--- src/rtl/core/lsra_pkg.sv ---
`default_nettype none
// ----------------------------------------------------------------------------
// lsra_pkg: shared definitions for the linear scan register allocator
// Parameter defaults, status codes and the broadcast control struct used by
// the register cells.
// ----------------------------------------------------------------------------
package lsra_pkg;

    // Parameter defaults
    localparam int NUM_REGISTERS_DEF = 32;
    localparam int INDEX_BITS_DEF    = 16;

    // Fixed field widths
    localparam int MASK_W    = 32;
    localparam int REG_NUM_W = 5;
    localparam int STATUS_W  = 2;

    // Reserved mask after reset: zero, return address, stack, global pointer
    localparam logic [MASK_W-1:0] RESERVED_RESET = 32'h0000_000F;

    // Status codes
    localparam logic [STATUS_W-1:0] ST_ALLOCATED   = 2'd0;
    localparam logic [STATUS_W-1:0] ST_PREASSIGNED = 2'd1;
    localparam logic [STATUS_W-1:0] ST_SPILL       = 2'd2;

    // Control broadcast to every cell for one transaction
    typedef struct packed {
        logic take;      // transaction accepted this cycle
        logic restart;   // first interval of a block
        logic alloc_en;  // interval wants a register
    } cell_ctrl_t;

endpackage
`default_nettype wire

--- src/rtl/core/linear_scan_register_allocator.sv ---
`default_nettype none
// ----------------------------------------------------------------------------
// linear_scan_register_allocator: linear scan allocation, one interval a cycle
// Row of register cells with a lowest-free carry chain and a result register.
// ----------------------------------------------------------------------------
// Usage: busy stays low, so a transaction is taken on every cycle that start
// is high. Each accepted interval yields exactly one result, shown with done
// high for one cycle on the cycle after acceptance; the receiver cannot stall
// it. The rate of one interval per cycle is set by one pass through the row of
// NUM_REGISTERS cells: all cells compare their stored end with the new start
// in parallel, then a carry chain across the row picks the lowest free
// register. A write to reserved_mask takes effect at the next first_of_block
// interval or at reset.
// ----------------------------------------------------------------------------
module linear_scan_register_allocator #(
    parameter int NUM_REGISTERS = lsra_pkg::NUM_REGISTERS_DEF,
    parameter int INDEX_BITS    = lsra_pkg::INDEX_BITS_DEF
) (
    input  wire                               clk,
    input  wire                               rst_n,
    input  wire                               start,
    output logic                              busy,
    input  wire  [INDEX_BITS-1:0]             start_index,
    input  wire  [INDEX_BITS-1:0]             end_index,
    input  wire                               preassigned,
    input  wire                               first_of_block,
    input  wire                               reserved_mask_we,
    input  wire  [lsra_pkg::MASK_W-1:0]       reserved_mask_wdata,
    output logic                              done,
    output logic [lsra_pkg::STATUS_W-1:0]     status,
    output logic [lsra_pkg::REG_NUM_W-1:0]    register_number
);

    localparam int IDX_W = $clog2(NUM_REGISTERS);

    // Busy bits after reset, one per register; bits past the mask width are clear
    localparam logic [NUM_REGISTERS-1:0] RESET_BUSY_VEC =
        NUM_REGISTERS'(lsra_pkg::RESERVED_RESET);

    logic [lsra_pkg::MASK_W-1:0]    reserved_mask_reg;
    logic                           done_reg;
    logic [lsra_pkg::STATUS_W-1:0]  status_reg;
    logic [lsra_pkg::STATUS_W-1:0]  status_next;
    logic [lsra_pkg::REG_NUM_W-1:0] regnum_reg;
    logic [lsra_pkg::REG_NUM_W-1:0] regnum_next;

    lsra_pkg::cell_ctrl_t     ctrl;
    logic [NUM_REGISTERS:0]   carry;
    logic [NUM_REGISTERS-1:0] grant_vec;
    logic [NUM_REGISTERS-1:0] busy_vec;
    logic [NUM_REGISTERS-1:0] reserved_vec;
    logic [IDX_W-1:0]         grant_idx;
    logic [31:0]              grant_idx_wide;

    // One transaction per cycle
    assign busy = 1'b0;

    // Broadcast control
    always_comb
    begin
        ctrl.take     = start;
        ctrl.restart  = first_of_block;
        ctrl.alloc_en = ~preassigned;
    end

    // Reserved bits beyond the mask width read as zero
    genvar g;
    generate
        for (g = 0; g < NUM_REGISTERS; g++)
        begin : g_res
            if (g < lsra_pkg::MASK_W)
            begin : g_in
                assign reserved_vec[g] = reserved_mask_reg[g];
            end
            else
            begin : g_out
                assign reserved_vec[g] = 1'b0;
            end
        end
    endgenerate

    // Row of register cells, chained by the lowest-free carry
    assign carry[0] = 1'b0;
    generate
        for (g = 0; g < NUM_REGISTERS; g++)
        begin : g_cell
            lsra_cell #(
                .INDEX_BITS (INDEX_BITS),
                .IS_ZERO    (g == 0),
                .RESET_BUSY (RESET_BUSY_VEC[g])
            ) u_cell (
                .clk          (clk),
                .rst_n        (rst_n),
                .ctrl         (ctrl),
                .start_index  (start_index),
                .end_index    (end_index),
                .reserved_bit (reserved_vec[g]),
                .carry_in     (carry[g]),
                .carry_out    (carry[g+1]),
                .grant        (grant_vec[g]),
                .busy_q       (busy_vec[g])
            );
        end
    endgenerate

    // Encode the one-hot grant and select the status
    always_comb
    begin
        grant_idx = '0;
        for (int r = 0; r < NUM_REGISTERS; r++)
        begin
            if (grant_vec[r])
            begin
                grant_idx = grant_idx | IDX_W'(r);
            end
        end
        grant_idx_wide = 32'(grant_idx);
        if (preassigned)
        begin
            status_next = lsra_pkg::ST_PREASSIGNED;
            regnum_next = '0;
        end
        else if (!carry[NUM_REGISTERS])
        begin
            status_next = lsra_pkg::ST_SPILL;
            regnum_next = '0;
        end
        else
        begin
            status_next = lsra_pkg::ST_ALLOCATED;
            regnum_next = grant_idx_wide[lsra_pkg::REG_NUM_W-1:0];
        end
    end

    // Hold the reserved mask and the result strobe
    always_ff @(posedge clk or negedge rst_n)
    begin
        if (!rst_n)
        begin
            reserved_mask_reg <= lsra_pkg::RESERVED_RESET;
            done_reg          <= 1'b0;
        end
        else
        begin
            if (reserved_mask_we)
            begin
                reserved_mask_reg <= reserved_mask_wdata;
            end
            done_reg <= start;
        end
    end

    // Capture the result payload
    always_ff @(posedge clk)
    begin
        if (start)
        begin
            status_reg <= status_next;
            regnum_reg <= regnum_next;
        end
    end

    assign done            = done_reg;
    assign status          = status_reg;
    assign register_number = regnum_reg;

    // At most one cell claims the interval
    a_grant_onehot: assert property (@(posedge clk) disable iff (!rst_n)
        $onehot0(grant_vec))
        else $error("more than one cell granted");

    // Every accepted transaction yields one result on the next cycle
    a_done_follows: assert property (@(posedge clk) disable iff (!rst_n)
        start |=> done)
        else $error("result missing after accepted transaction");

    a_no_spurious: assert property (@(posedge clk) disable iff (!rst_n)
        !start |=> !done)
        else $error("result without accepted transaction");

    // A spill leaves every register busy
    a_spill_full: assert property (@(posedge clk) disable iff (!rst_n)
        (done && status == lsra_pkg::ST_SPILL) |-> (&busy_vec))
        else $error("spill reported with a free register");

    // Register number is zero unless allocated
    a_regnum_zero: assert property (@(posedge clk) disable iff (!rst_n)
        (done && status != lsra_pkg::ST_ALLOCATED) |-> (register_number == '0))
        else $error("register number set without allocation");

endmodule
`default_nettype wire

--- src/rtl/core/lsra_cell.sv ---
`default_nettype none
// ----------------------------------------------------------------------------
// lsra_cell: one register slot of the allocator
// Holds the busy bit of its register and the end of the active interval that
// uses it. Expires that interval against the broadcast start, and takes the
// new interval when free and no lower cell has claimed it (carry chain).
// ----------------------------------------------------------------------------
module lsra_cell #(
    parameter int INDEX_BITS = lsra_pkg::INDEX_BITS_DEF,
    parameter bit IS_ZERO    = 1'b0,
    parameter bit RESET_BUSY = 1'b0
) (
    input  wire                      clk,
    input  wire                      rst_n,
    input  lsra_pkg::cell_ctrl_t     ctrl,
    input  wire  [INDEX_BITS-1:0]    start_index,
    input  wire  [INDEX_BITS-1:0]    end_index,
    input  wire                      reserved_bit,
    input  wire                      carry_in,
    output logic                     carry_out,
    output logic                     grant,
    output logic                     busy_q
);

    logic                  busy_reg;
    logic                  busy_next;
    logic                  valid_reg;
    logic                  valid_next;
    logic [INDEX_BITS-1:0] end_reg;

    logic base_busy;
    logic base_valid;
    logic expire;
    logic busy_now;

    // Restart, expire, then claim if free and not already taken below
    always_comb
    begin
        base_busy  = ctrl.restart ? reserved_bit : busy_reg;
        base_valid = ctrl.restart ? 1'b0 : valid_reg;
        expire     = base_valid && (end_reg <= start_index);
        // register zero keeps its busy bit on expiry
        busy_now   = base_busy & ~(expire & ~IS_ZERO);
        grant      = ctrl.alloc_en & ~busy_now & ~carry_in;
        carry_out  = carry_in | ~busy_now;
        busy_next  = ctrl.take ? (busy_now | grant) : busy_reg;
        valid_next = ctrl.take ? ((base_valid & ~expire) | grant) : valid_reg;
    end

    // Hold control state
    always_ff @(posedge clk or negedge rst_n)
    begin
        if (!rst_n)
        begin
            busy_reg  <= RESET_BUSY;
            valid_reg <= 1'b0;
        end
        else
        begin
            busy_reg  <= busy_next;
            valid_reg <= valid_next;
        end
    end

    // Capture the end of the interval that takes this register
    always_ff @(posedge clk)
    begin
        if (ctrl.take && grant)
        begin
            end_reg <= end_index;
        end
    end

    assign busy_q = busy_reg;

endmodule
`default_nettype wire
--- config.mk ---
export PLATFORM = sky130hd
export DESIGN_NAME = linear_scan_register_allocator
export DESIGN_NICKNAME = d
export VERILOG_FILES = /design/src/rtl/core/lsra_pkg.sv /design/src/rtl/core/linear_scan_register_allocator.sv /design/src/rtl/core/lsra_cell.sv
export SDC_FILE = /design/constraint.sdc
export NUM_CORES = 1
export LEC_CHECK = 0
export CAP_MARGIN = 5
export CORE_AREA = 4 4 270 272
export DETAILED_ROUTE_END_ITERATION = 12
export DIE_AREA = 0 0 274 276
export DONT_BUFFER_PORTS = 1
export SLEW_MARGIN = 20
export SYNTH_ARGS = -nofsm -noshare
export SYNTH_HDL_FRONTEND = slang
export SYNTH_SLANG_ARGS = --single-unit
--- constraint.sdc ---
create_clock -name clk -period 9.77 [get_ports clk]
set_input_delay 1.4655 -clock clk [delete_from_list [all_inputs] [get_ports clk]]
set_output_delay 1.4655 -clock clk [all_outputs]
set_load 0.01 [all_outputs]
; ---- Word level (Yosys, flattened, before mapping)
; Cells that the tools add are included.
[word_totals]
register_bits = 599
input_bits = 70
output_inout_bits = 9
word_cells = 602
[op_classes]
order_cmp = 31
muxes = 98
bitwise_logic = 313
n_reduce_logical = 62
[ops]
columns = cell, n
row1 = $le A16 B16 Y1, 31
row2 = $and A1 B1 Y1, 125
row3 = $not A1 Y1, 94
row4 = $or A1 B1 Y1, 94
row5 = $mux W5, 18
row6 = $mux W1, 64
row7 = $logic_and A1 B1 Y1, 62
row8 = $mux W4, 8
row9 = $mux W3, 4
row10 = $mux W2, 4

; ---- Longest topological paths before layout
; Gate-level depths: netlist (run 1).
[logic_depth]
ltp_word = 40
mapped_depth = 14
ltp_nobuf = 13

; ---- Modules after synthesis
; Synthesis (run 1) repeated with hierarchy kept, for this count alone.
[hier_totals]
hier_cells = 2933
area_unflattened_um2 = 34413.0
[modules_own_cells]
columns = module, instances, cells_each, area_each_um2
row1 = lsra_cell (g_cell[10].u_cell ...), 28, 91, 1056.0
row2 = lsra_cell (g_cell[1].u_cell ...), 3, 91, 1057.3
row3 = linear_scan_register_allocator, 1, 102, 1586.5
row4 = lsra_cell (g_cell[0].u_cell), 1, 10, 86.3

; ---- Least setup slack after synthesis (run 1)
; No wires, ideal clock.
[synth_timing]
path_kind = input -> register
start = input start_index[11]
end = register g_cell[10].u_cell.end_reg[0], enable pin
t_arrival_ns = 5.806
t_required_ns = 9.336
slack_ns = 3.531
path_stages = 10
n_path_buf = 0
path_cell_list = inv_1 -> ha_1 -> nand4_1 -> nor4_1 -> or3b_1 -> a31oi_2 -> o221ai_2 -> nor4_2 -> nand3_1 -> nor4_1
[synth_via]
elab_chain_cells = 17
elab_cells_between_ends = 63
cone_classes = 10 x order compare / 42 x bitwise / 11 x reduce/logical
[synth_rtl]
columns = item, line_no
row1 = start: declaration, linear_scan_register_allocator.sv:23  ; input wire [INDEX_BITS-1:0] start_index,
row2 = $le A16 B16 Y1, lsra_cell.sv:41  ; expire = base_valid && (end_reg <= start_index);
row3 = $logic_and A1 B1 Y1, lsra_cell.sv:41
row4 = $not A1 Y1, lsra_cell.sv:43  ; busy_now = base_busy & ~(expire & ~IS_ZERO);
row5 = $and A1 B1 Y1, lsra_cell.sv:43
row6 = $not A1 Y1, lsra_cell.sv:45  ; carry_out = carry_in | ~busy_now;
row7 = $or A1 B1 Y1 (9 in series), lsra_cell.sv:45
row8 = $not A1 Y1, lsra_cell.sv:44  ; grant = ctrl.alloc_en & ~busy_now & ~carry_in;
row9 = $and A1 B1 Y1 (*), lsra_cell.sv:44
row10 = $logic_and A1 B1 Y1 (*), lsra_cell.sv:68  ; if (ctrl.take && grant)
row11 = end signal: assignment, lsra_cell.sv:70  ; end_reg <= end_index;
row12 = end: declaration, lsra_cell.sv:29  ; logic [INDEX_BITS-1:0] end_reg;
; Every way passes the cells marked *; elsewhere a longest branch is shown, timed or not.
; A chain may end at the register's enable or synchronous reset.

; ---- Worst setup path after layout (run 1)
[layout_timing]
start = input start_index[3]
end = register g_cell[30].u_cell.end_reg[15], enable pin
[layout_via]
elab_chain_cells = 37
elab_cells_between_ends = 183
cone_classes = 30 x order compare / 122 x bitwise / 31 x reduce/logical
[layout_rtl]
columns = item, line_no
row1 = $le A16 B16 Y1, lsra_cell.sv:41
row2 = $logic_and A1 B1 Y1, lsra_cell.sv:41
row3 = $not A1 Y1, lsra_cell.sv:43
row4 = $and A1 B1 Y1, lsra_cell.sv:43
row5 = $not A1 Y1, lsra_cell.sv:45
row6 = $or A1 B1 Y1 (29 in series), lsra_cell.sv:45
row7 = $not A1 Y1, lsra_cell.sv:44
row8 = $and A1 B1 Y1 (*), lsra_cell.sv:44
row9 = $logic_and A1 B1 Y1 (*), lsra_cell.sv:68
row10 = end signal: assignment, lsra_cell.sv:70
row11 = end: declaration, lsra_cell.sv:29
; Marks and branches as above.

==> flow_metrics.env, run 1 <==
export IMPL_cpMostUsedCell="a31oi_1"
export IMPL_ir_drop_uv=102
export IMPL_first_pass_iters=7
export IMPL_tritoncts="built"
export IMPL_async_flop_share=0.160
export IMPL_clkLatencyLatePin_ns=0.61
export IMPL_netlist_area_um2=31600
export IMPL_synth_edf_count=503
export IMPL_path_delay_family="simple AND/OR/NAND/NOR gates"
export IMPL_cts_setup_buffers=0
export IMPL_yosysWarnings=0
export IMPL_port_buffers=0
export IMPL_relSlewSlack=0.309
export IMPL_synth_fp_nets=2997
export IMPL_grt_max_degree=108
export IMPL_setup_worst_path_start_class="input pin"
export IMPL_arrival_ns=6.37
export IMPL_finalClockSkew_ns=0.0332
export IMPL_synth_ff_type="edfxtp_1"
export IMPL_wl_um=91600
export IMPL_clk_pin_slew_ns=0.06
export IMPL_die_w_um=274
export IMPL_antenna_found_initial=2
export IMPL_grt_util_all_layers=0.239
export IMPL_fin_ws_ns=3.62
export IMPL_fmax_mhz=163
export IMPL_ctsHoldBuffers=0
export IMPL_path_max_fanout=18
export IMPL_netlist_cell_type_count=95
export IMPL_final_util=0.497
export IMPL_grt_pass1_vias=21400
export IMPL_ant_nets=0
export IMPL_grt_overflow=0
export IMPL_clockBufferDepth=3
export IMPL_start_util=0.447
export IMPL_final_area_um2=35100
export IMPL_cp_cell_sequence="inv_2, buf_4, ha_1, nand4_1, o21bai_1, a41o_1, a31oi_1, a31oi_1, nor3_2, nand3b_2, or3_1, nor2_1, nand2_1, nor2_2"
export IMPL_period_share=0.629
export IMPL_dieArea_um2=75600
export IMPL_insertedDiodeCount=0
export IMPL_largest_reg_flops=496
export IMPL_dp_hpwl_um=54500
export IMPL_clock_sinks=599
export IMPL_clockRootBuffer="clkbuf_16"
export IMPL_synthToLayoutAreaGrowth_pct=11.2
export IMPL_vias=21400
export IMPL_slowest_delay_ns=0.69
export IMPL_yosys_area_top_type="edfxtp_1"
export IMPL_placeableCoreArea_um2=70800
export IMPL_tightest_slew_ns=1.04
export IMPL_tns_ns=0
export IMPL_worstPathRequired_ns=9.99
export IMPL_seq_area_frac_synth=0.554
export IMPL_critPathKind="input pin to flop"
export IMPL_yosysMostFrequentCell="edfxtp_1"
export IMPL_p_total_mw=5.87
export IMPL_vias_per_cell=6.09
export IMPL_min_period_ns=6.15
export IMPL_drive_gt1_frac=0.0881
export IMPL_grt_pass1_wl_um=134000
export IMPL_place_ws_ns=2.87
export IMPL_drc_errors=0
export IMPL_drtIter0Drc=1635
export IMPL_setup_viol=0
export IMPL_cts_resized=0
export IMPL_dpl_instance_area_um2=32900
export IMPL_p_leak_nw=13.8
export IMPL_synth_seq_cells=599
export IMPL_synthCells=2431
export IMPL_rsz0062_at_grt="false"
export IMPL_cp_slowest_cell="nor2_2"
export IMPL_finalHoldViolCount=0
export IMPL_final_max_slew_viol_count=0
export IMPL_avgSynthCellArea_um2=13.0
export IMPL_holdCritPathClass="flop to flop"
export IMPL_cp_end_kind="flop"
export IMPL_outcome="finished, final reports clean"
export IMPL_h_tree_depth=3
export IMPL_maxCapViolations=0
export IMPL_cts_made_buffers=69
export IMPL_die_h_um=276
export IMPL_num_io_pins=79
export IMPL_crit_buf_inv=2
export IMPL_post_drt_wl_per_cell_um=26.1
export IMPL_synth_area_leaders="edfxtp_1 48%, ha_1 20%, dfrtp_1 7.0%"
export IMPL_final_nets=3070
export IMPL_synth_top_area_frac=0.478
export IMPL_ys_top_cells_by_count="503 x edfxtp_1, 496 x ha_1, 199 x a21oi_1, 148 x nand2_1"
export IMPL_powerDensity_nw_per_um2=167
export IMPL_place_congestion=0.849
export IMPL_core_rowCount=98
[metal layers]
metal	track usage	wire length, µm	vias to the layer above
met5	0	0	-
met1	0.320	39700	10700
met4	0.0857	3190	0
met3	0.0318	4900	190
met2	0.398	43800	652
li1	-	-	9768
[layout make-up]
class | count | area, µm²
tap | 950 | 1190
clock inverter | 23 | 249
sequential | 599 | 17500
multi-input combinational | 1718 | 13700
inverter | 81 | 304
clock buffer | 99 | 1920
timing repair buffer | 35 | 263
fill | 6059 | 35600
[stage by stage]
stage / cells / hold WS, ns
after floorplan: 2431 / 0.442
after global routing: 3505 / 0.479
after detailed placement: 3383 / 0.459
final: 3505 / 0.468
after CTS: 3505 / 0.471
after global placement: 3383 / 0.452
[kinds of logic (layout without fill, tap and decap cells)]
| family | count (synthesis) | in the layout | share of synthesized area |
|---|---|---|---|
| fa+ha+maj | 496 | 496 | 0.196 |
| compound gates | 592 | 592 | 0.122 |
| buf+inv | 114 | 238 | 0.0144 |
| other cells | 1 | 1 | 0.000119 |
| mux | 41 | 41 | 0.0143 |
| flops | 599 | 599 | 0.554 |
| simple gates | 588 | 588 | 0.0988 |
[where the power goes]
| part | internal (mW) | total (mW) | switching (mW) | leakage [nW] |
|---|---|---|---|---|
| sequential | 2.82 | 2.86 | 0.0351 | 5.70 |
| combinational | 0.183 | 0.491 | 0.308 | 7.03 |
| clock | 1.50 | 2.52 | 1.02 | 1.07 |
| total | 4.50 | 5.87 | 1.37 | 13.8 |
[worst register-to-register path: cells and delay by family (launching register included)]
kind,cells,cell delay [ns]
and+or+nand+nor,8,3.04
AOI/OAI and AO/OA,3,0.74
adders and majority gates,1,0.31
DFF,1,0.37
[worst paths after layout]
kind                                                         start                                      end  slack, ns  cells past startpoint
max                                                 start_index[3]  g_cell[30].u_cell.end_reg[15]$_DFFE_PP_       3.62                     14
min reg2reg                g_cell[14].u_cell.valid_reg$_DFFE_PN0P_  g_cell[14].u_cell.valid_reg$_DFFE_PN0P_       0.47                      1
max reg2reg                 g_cell[8].u_cell.end_reg[14]$_DFFE_PP_  g_cell[30].u_cell.end_reg[15]$_DFFE_PP_       4.94                     12
max in group asynchronous                                    rst_n         reserved_mask_reg[1]$_DFFE_PN1P_       8.89                      0
min                        g_cell[14].u_cell.valid_reg$_DFFE_PN0P_  g_cell[14].u_cell.valid_reg$_DFFE_PN0P_       0.47                      1
min in group asynchronous                                    rst_n  g_cell[17].u_cell.valid_reg$_DFFE_PN0P_       0.58                      0
[placed cells by master, fill, tap and decap left out, types with 19 or more instances in the layout]
cell type / n
a21oi_1: 199
o21ai_0: 89
a21o_1: 68
edfxtp_1: 503
dfrtp_1: 88
ha_1: 496
a31oi_1: 35
nand4_1: 113
o21a_1: 22
mux2_2: 33
nor2_1: 110
inv_1: 64
clkbuf_1: 23
nor3_1: 26
o211ai_1: 19
nor2b_1: 33
clkbuf_16: 70
buf_4: 35
nand2_1: 148
nand3_1: 32
Power figures use the tool's default switching activity.
==> inputs of run 2 (changes only) <==
- clock period: 9.77 -> 5.2 ns (I/O delays scaled with it)
==> run 2 against run 1 <==
Hold slack lost 0.35 ns. Non-clock buffer count grew 59. Core utilization is 1.0 points higher. Power increased by 90%. Clock skew is 0.0061 ns lower. Routed wire length is 3.5% higher. Global-route usage up 1.0 points. Critical path depth increased by 1. Sequential share of layout area decreased by 1.0 points. Clock-buffer cell count up 1. Critical path type unchanged. Critical endpoint is now g_cell[30].u_cell.end_reg[7]$_DFFE_PP_. Largest power group unchanged. Highest routed layer unchanged.
==> flow_metrics.env, run 2 (synthesis gave the netlist of run 1 again) <==
export IMPL_arrival_ns=4.70
export IMPL_first_pass_iters=6
export IMPL_placeableCoreArea_um2=70800
export IMPL_relSlewSlack=0.402
export IMPL_final_util=0.507
export IMPL_dieArea_um2=75600
export IMPL_cts_made_buffers=67
export IMPL_grt_util_all_layers=0.249
export IMPL_drc_errors=0
export IMPL_ir_drop_uv=272
export IMPL_vias=21800
export IMPL_r2r_start="g_cell[7].u_cell.end_reg[13]$_DFFE_PP_"
export IMPL_tritoncts="built"
export IMPL_port_buffers=0
export IMPL_clockBufferDepth=3
export IMPL_drtIter0Drc=1941
export IMPL_stdcell_count=3566
export IMPL_mostFrequentLayoutCells="503 x edfxtp_1, 496 x ha_1, 199 x a21oi_1, 148 x nand2_1"
export IMPL_grt_max_degree=108
export IMPL_num_io_pins=79
export IMPL_cp_end_kind="flop"
export IMPL_dp_hpwl_um=58400
export IMPL_outcome="finished, final reports clean"
export IMPL_r2r_cells=13
export IMPL_start_util=0.447
export IMPL_cts_setup_buffers=0
export IMPL_grt_overflow=0
export IMPL_crit_buf_inv=4
export IMPL_period_share=0.843
export IMPL_clockRootBuffer="clkbuf_16"
export IMPL_nFillCells=6060
export IMPL_h_tree_depth=3
export IMPL_ant_nets=0
export IMPL_holdCritPathClass="input pin to async pin"
export IMPL_largest_reg_flops=496
export IMPL_rsz0062_at_grt="false"
export IMPL_core_rowCount=98
export IMPL_clk_pin_slew_ns=0.06
export IMPL_path_max_fanout=16
export IMPL_worstSetupPathDepth=15
export IMPL_wl_um=94700
export IMPL_setup_viol=0
export IMPL_slowest_delay_ns=0.60
export IMPL_post_drt_wl_per_cell_um=26.6
export IMPL_tightest_slew_ns=0.897
export IMPL_die_w_um=274
export IMPL_finalClockSkew_ns=0.0271
export IMPL_layout_commonest_cell="edfxtp_1"
export IMPL_powerDensity_nw_per_um2=311
export IMPL_synthToLayoutAreaGrowth_pct=13.5
export IMPL_grt_pass1_wl_um=140000
export IMPL_dpl_cell_count=3439
export IMPL_fmax_mhz=228
export IMPL_r2r_setup_slack_ns=1.02
export IMPL_vias_per_cell=6.10
export IMPL_tns_ns=0
export IMPL_setup_worst_path_start_class="input pin"
export IMPL_path_delay_family="simple AND/OR/NAND/NOR gates"
export IMPL_p_total_mw=11.2
export IMPL_p_leak_nw=14.1
export IMPL_maxCapViolations=0
export IMPL_final_max_slew_viol_count=0
export IMPL_startpoint="start_index[10]"
export IMPL_worstPathRequired_ns=5.51
export IMPL_finalHoldViolCount=0
export IMPL_clkLatencyLatePin_ns=0.61
export IMPL_min_period_ns=4.39
export IMPL_final_nets=3127
export IMPL_die_h_um=276
export IMPL_antenna_found_initial=3
export IMPL_cp_cell_sequence="inv_2, buf_4, buf_4, ha_1, nand4_1, nor4_1, or3b_1, a31oi_1, a2bb2oi_1, nor4b_2, nand4bb_1, nor2_1, nand2_1, nor2_1, buf_12"
export IMPL_place_congestion=0.841
export IMPL_drive_gt1_frac=0.106
export IMPL_cp_slowest_cell="nor4b_2"
export IMPL_clock_sinks=599
export IMPL_grt_pass1_vias=22100
export IMPL_critPathKind="input pin to flop"
## run 2: cell count changes in the layout (fill, tap and decap cells not counted), moves of 3 or more
cell        previous run  this run
clkinvlp_4             0         3
clkinv_1               3         9
clkbuf_16             70        73
nor3_4                 4         0
buf_4                 35        70
nor3_2                 2         6
buf_12                 0        21
clkbuf_1              23        20
nor2_2                 3         0
nor2_1               110       113
clkinv_2              15         7
## run 2: timing repair
action | in CTS | in global routing
gates resized for setup | 0 | 0
hold endpoints to repair | 88 | 0
hold buffers | 3 | 0
## run 2: cell type report
cell class | instances | area, µm² | share of cell area
multi-input combinational | 1718 | 13700 | 0.381
sequential | 599 | 17500 | 0.488
clock inverter | 22 | 208 | 0.00579
inverter | 81 | 304 | 0.00848
clock buffer | 100 | 2000 | 0.0557
timing repair buffer | 94 | 993 | 0.0277
antenna | 2 | 5.00 | 0.000140
tap | 950 | 1190 | 0.0331
## run 2: path summary, 6_finish.rpt
| path | end |
|---|---|
| max in group asynchronous | reserved_mask_reg[1]$_DFFE_PN1P_ |
| worst max register to register | g_cell[18].u_cell.end_reg[1]$_DFFE_PP_ |
| worst min register to register | g_cell[14].u_cell.valid_reg$_DFFE_PN0P_ |
| worst max-delay path | g_cell[30].u_cell.end_reg[7]$_DFFE_PP_ |
| min in group clk | done$_DFF_PN0_ |
| worst min-delay path | reserved_mask_reg[7]$_DFFE_PN0P_ |
## run 2: power breakdown
part / internal [mW] / switching [mW] / total, mW / leakage [nW]
Clock: 2.86 / 1.94 / 4.80 / 1.07
Combinational: 0.379 / 0.604 / 0.984 / 7.37
Sequential: 5.30 / 0.0754 / 5.38 / 5.70
Total: 8.54 / 2.62 / 11.2 / 14.1
## run 2: metrics by stage
| stage | hold slack [ns] | area, µm² | setup slack (ns) |
|---|---|---|---|
| after floorplan | 0.442 | 31600 | 0.0441 |
| after global placement | 0.451 | 33600 | 0.373 |
| after detailed placement | 0.459 | 33600 | 0.252 |
| after CTS | 0.123 | 35900 | 0.864 |
| after global routing | 0.155 | 35900 | 0.567 |
| final | 0.118 | 35900 | 0.815 |
## run 2: metal layers
layer  global-route usage  up-vias  wire length, µm
met4               0.0963        0             3690
li1                     -     9884                -
met5                    0        -                0
met2                0.402      798            44000
met3               0.0437      214             6770
met1                0.335    10900            40300
==> inputs of run 3 (changes only) <==
- clock period: 5.2 -> 4 ns (I/O delays scaled with it)
==> run 3 against run 2 <==
Die area did not move. Sequential power rose by 30%. Design area rose by 6.6%. Sequential share of layout area fell by 3.0 points. Via count rose by 5.7%. Combinational power rose by 58%. Largest power group unchanged. Critical path type unchanged. Clock-buffer cell count fell by 1. Routed wire length rose by 4.6%. Hold slack got worse by 0.042 ns.
==> flow_metrics.env, run 3 (synthesis gave the netlist of run 1 again) <==
export IMPL_outcome="finished, final reports clean"
export IMPL_fin_ws_ns=0.0743
export IMPL_p_leak_nw=15.4
export IMPL_path_delay_family="simple AND/OR/NAND/NOR gates"
export IMPL_core_rowCount=98
export IMPL_vias=23000
export IMPL_finalHoldViolCount=0
export IMPL_cpMostUsedCell="buf_4"
export IMPL_cp_slowest_cell="or3_1"
export IMPL_synthToLayoutAreaGrowth_pct=21.0
export IMPL_grt_max_degree=108
export IMPL_cts_made_buffers=68
export IMPL_final_nets=3362
export IMPL_powerDensity_nw_per_um2=385
export IMPL_nFillCells=5871
export IMPL_vias_per_cell=6.05
export IMPL_setup_viol=0
export IMPL_top_usage_layer="met2"
export IMPL_drtIter0Drc=1886
export IMPL_start_util=0.447
export IMPL_antenna_found_initial=4
export IMPL_die_h_um=276
export IMPL_mostFrequentLayoutCells="503 x edfxtp_1, 494 x ha_1, 277 x buf_4, 199 x a21oi_1, 145 x nand2_1"
export IMPL_clockBufferDepth=3
export IMPL_worstPathRequired_ns=4.31
export IMPL_drive_gt1_frac=0.190
export IMPL_rsz0062_at_grt="true"
export IMPL_finalClockSkew_ns=0.0297
export IMPL_die_w_um=274
export IMPL_crit_buf_inv=5
export IMPL_dp_hpwl_um=63100
export IMPL_final_area_um2=38200
export IMPL_p_total_mw=14.7
export IMPL_fmax_mhz=255
export IMPL_met3_usage=0.0456
export IMPL_grt_met2_usage=0.427
export IMPL_maxCapViolations=0
export IMPL_cp_cell_sequence="clkinvlp_4, buf_4, buf_4, ha_1, nand4_1, nor4_2, a21boi_0, or3_1, a31oi_1, or3_1, nand4bb_1, nor2_1, buf_4, nand2_1, nor2_4, buf_12"
export IMPL_clockRootBuffer="clkbuf_16"
export IMPL_insertedDiodeCount=0
export IMPL_dpl_instance_area_um2=35700
export IMPL_grt_use_met1=0.347
export IMPL_port_buffers=0
export IMPL_ant_nets=0
export IMPL_drc_errors=0
export IMPL_first_pass_iters=5
export IMPL_layout_commonest_cell="edfxtp_1"
export IMPL_min_period_ns=3.93
export IMPL_whs_ns=0.0760
export IMPL_clock_sinks=599
export IMPL_path_max_fanout=16
export IMPL_num_io_pins=79
export IMPL_post_drt_wl_per_cell_um=26.1
export IMPL_h_tree_depth=3
export IMPL_grt_pass1_wl_um=145000
export IMPL_grt_pass1_vias=23200
export IMPL_critPathKind="input pin to flop"
export IMPL_place_ws_ns=-0.684
export IMPL_placeableCoreArea_um2=70800
export IMPL_dieArea_um2=75600
export IMPL_holdCritPathClass="input pin to flop"
export IMPL_relSlewSlack=0.488
export IMPL_tightest_slew_ns=0.768
export IMPL_arrival_ns=4.23
export IMPL_tritoncts="built"
export IMPL_slowest_delay_ns=0.44
export IMPL_largest_reg_flops=496
export IMPL_clk_pin_slew_ns=0.06
export IMPL_wl_um=99100
export IMPL_grt_overflow=0
export IMPL_setup_worst_path_start_class="input pin"
export IMPL_cp_end_kind="flop"
export IMPL_ir_drop_uv=322
export IMPL_clkLatencyLatePin_ns=0.62
export IMPL_grt_util_all_layers=0.258
export IMPL_period_share=0.981
export IMPL_place_congestion=0.894
export IMPL_final_max_slew_viol_count=0
==> run 3: changes by cell type in the layout (fill, tap and decap cells not counted), moves of 5 or more <==
cell and change:
clkinvlp_4 +11, buf_12 +21, nor2_4 +6, nor2_1 -9, nor3_4 +5, buf_6 +5, inv_2 -14, buf_4 +207
==> run 3: stage by stage <==
stage,setup TNS [ns],utilization,cells
finish,0,0.540,3798
global route,-0.176,0.540,3798
CTS,0,0.537,3794
detailed placement,-223.35,0.505,3667
global placement,-202.89,0.505,3667
floorplan,-148.69,-,2431
==> run 3: layer usage <==
| layer | up-vias | part of all wire |
|---|---|---|
| li1 | 10400 | - |
| met3 | 202 | 0.069 |
| met5 | - | 0 |
| met2 | 845 | 0.48 |
| met1 | 11600 | 0.42 |
| met4 | 0 | 0.031 |
==> run 3: worst reg2reg max path, stage by stage (launching register included) <==
cell      delay [ns]
edfxtp_1        0.42
ha_4            0.29
nand4_1         0.12
or3_4           0.42
o22ai_1         0.17
o31ai_2         0.13
a31o_1          0.26
nor4_4          0.40
nand3b_4        0.18
or3_1           0.40
nor2_1          0.14
buf_4           0.16
nand2_1         0.17
nor2_4          0.16
buf_12          0.17
==> run 3: layout make-up <==
type | count | area (µm²) | area share
inverters | 81 | 357 | 0.00933
clock inverters | 23 | 263 | 0.00687
multi-input cells | 1718 | 13900 | 0.364
well taps | 950 | 1190 | 0.0311
flip-flops and latches | 599 | 17500 | 0.458
repair buffers | 328 | 3050 | 0.0798
clock buffers | 99 | 1930 | 0.0505
==> run 3: final timing paths <==
kind / from / end / slack, ns / cells after the start
min in group asynchronous: rst_n / g_cell[17].u_cell.valid_reg$_DFFE_PN0P_ / 0.68 / 2
max in group asynchronous: rst_n / reserved_mask_reg[10]$_DFFE_PN0P_ / 2.83 / 2
min reg2reg: g_cell[23].u_cell.valid_reg$_DFFE_PN0P_ / g_cell[23].u_cell.valid_reg$_DFFE_PN0P_ / 0.47 / 1
max: start_index[13] / g_cell[28].u_cell.end_reg[15]$_DFFE_PP_ / 0.07 / 16
max reg2reg: g_cell[11].u_cell.end_reg[14]$_DFFE_PP_ / g_cell[28].u_cell.end_reg[15]$_DFFE_PP_ / 0.13 / 14
min: preassigned / status[0]$_SDFFCE_PP1P_ / 0.08 / 0
==> run 3: report_power, final <==
part           switching (mW)  leakage, nW  internal (mW)  total (mW)
sequential             0.0928         5.70           6.90        6.99
combinational           0.873         8.62          0.673        1.55
clock                    2.51         1.07           3.68        6.19
==> run 3: repair_timing <==
item                                    4_1_cts  5_1_grt
gates cloned                                  0        1
pin swaps                                     1        6
buffers inserted                              2        3
hold buffers                                  3        0
resized for setup                             3       33
hold endpoints to repair                     97        0
endpoints found under the setup margin      149      283
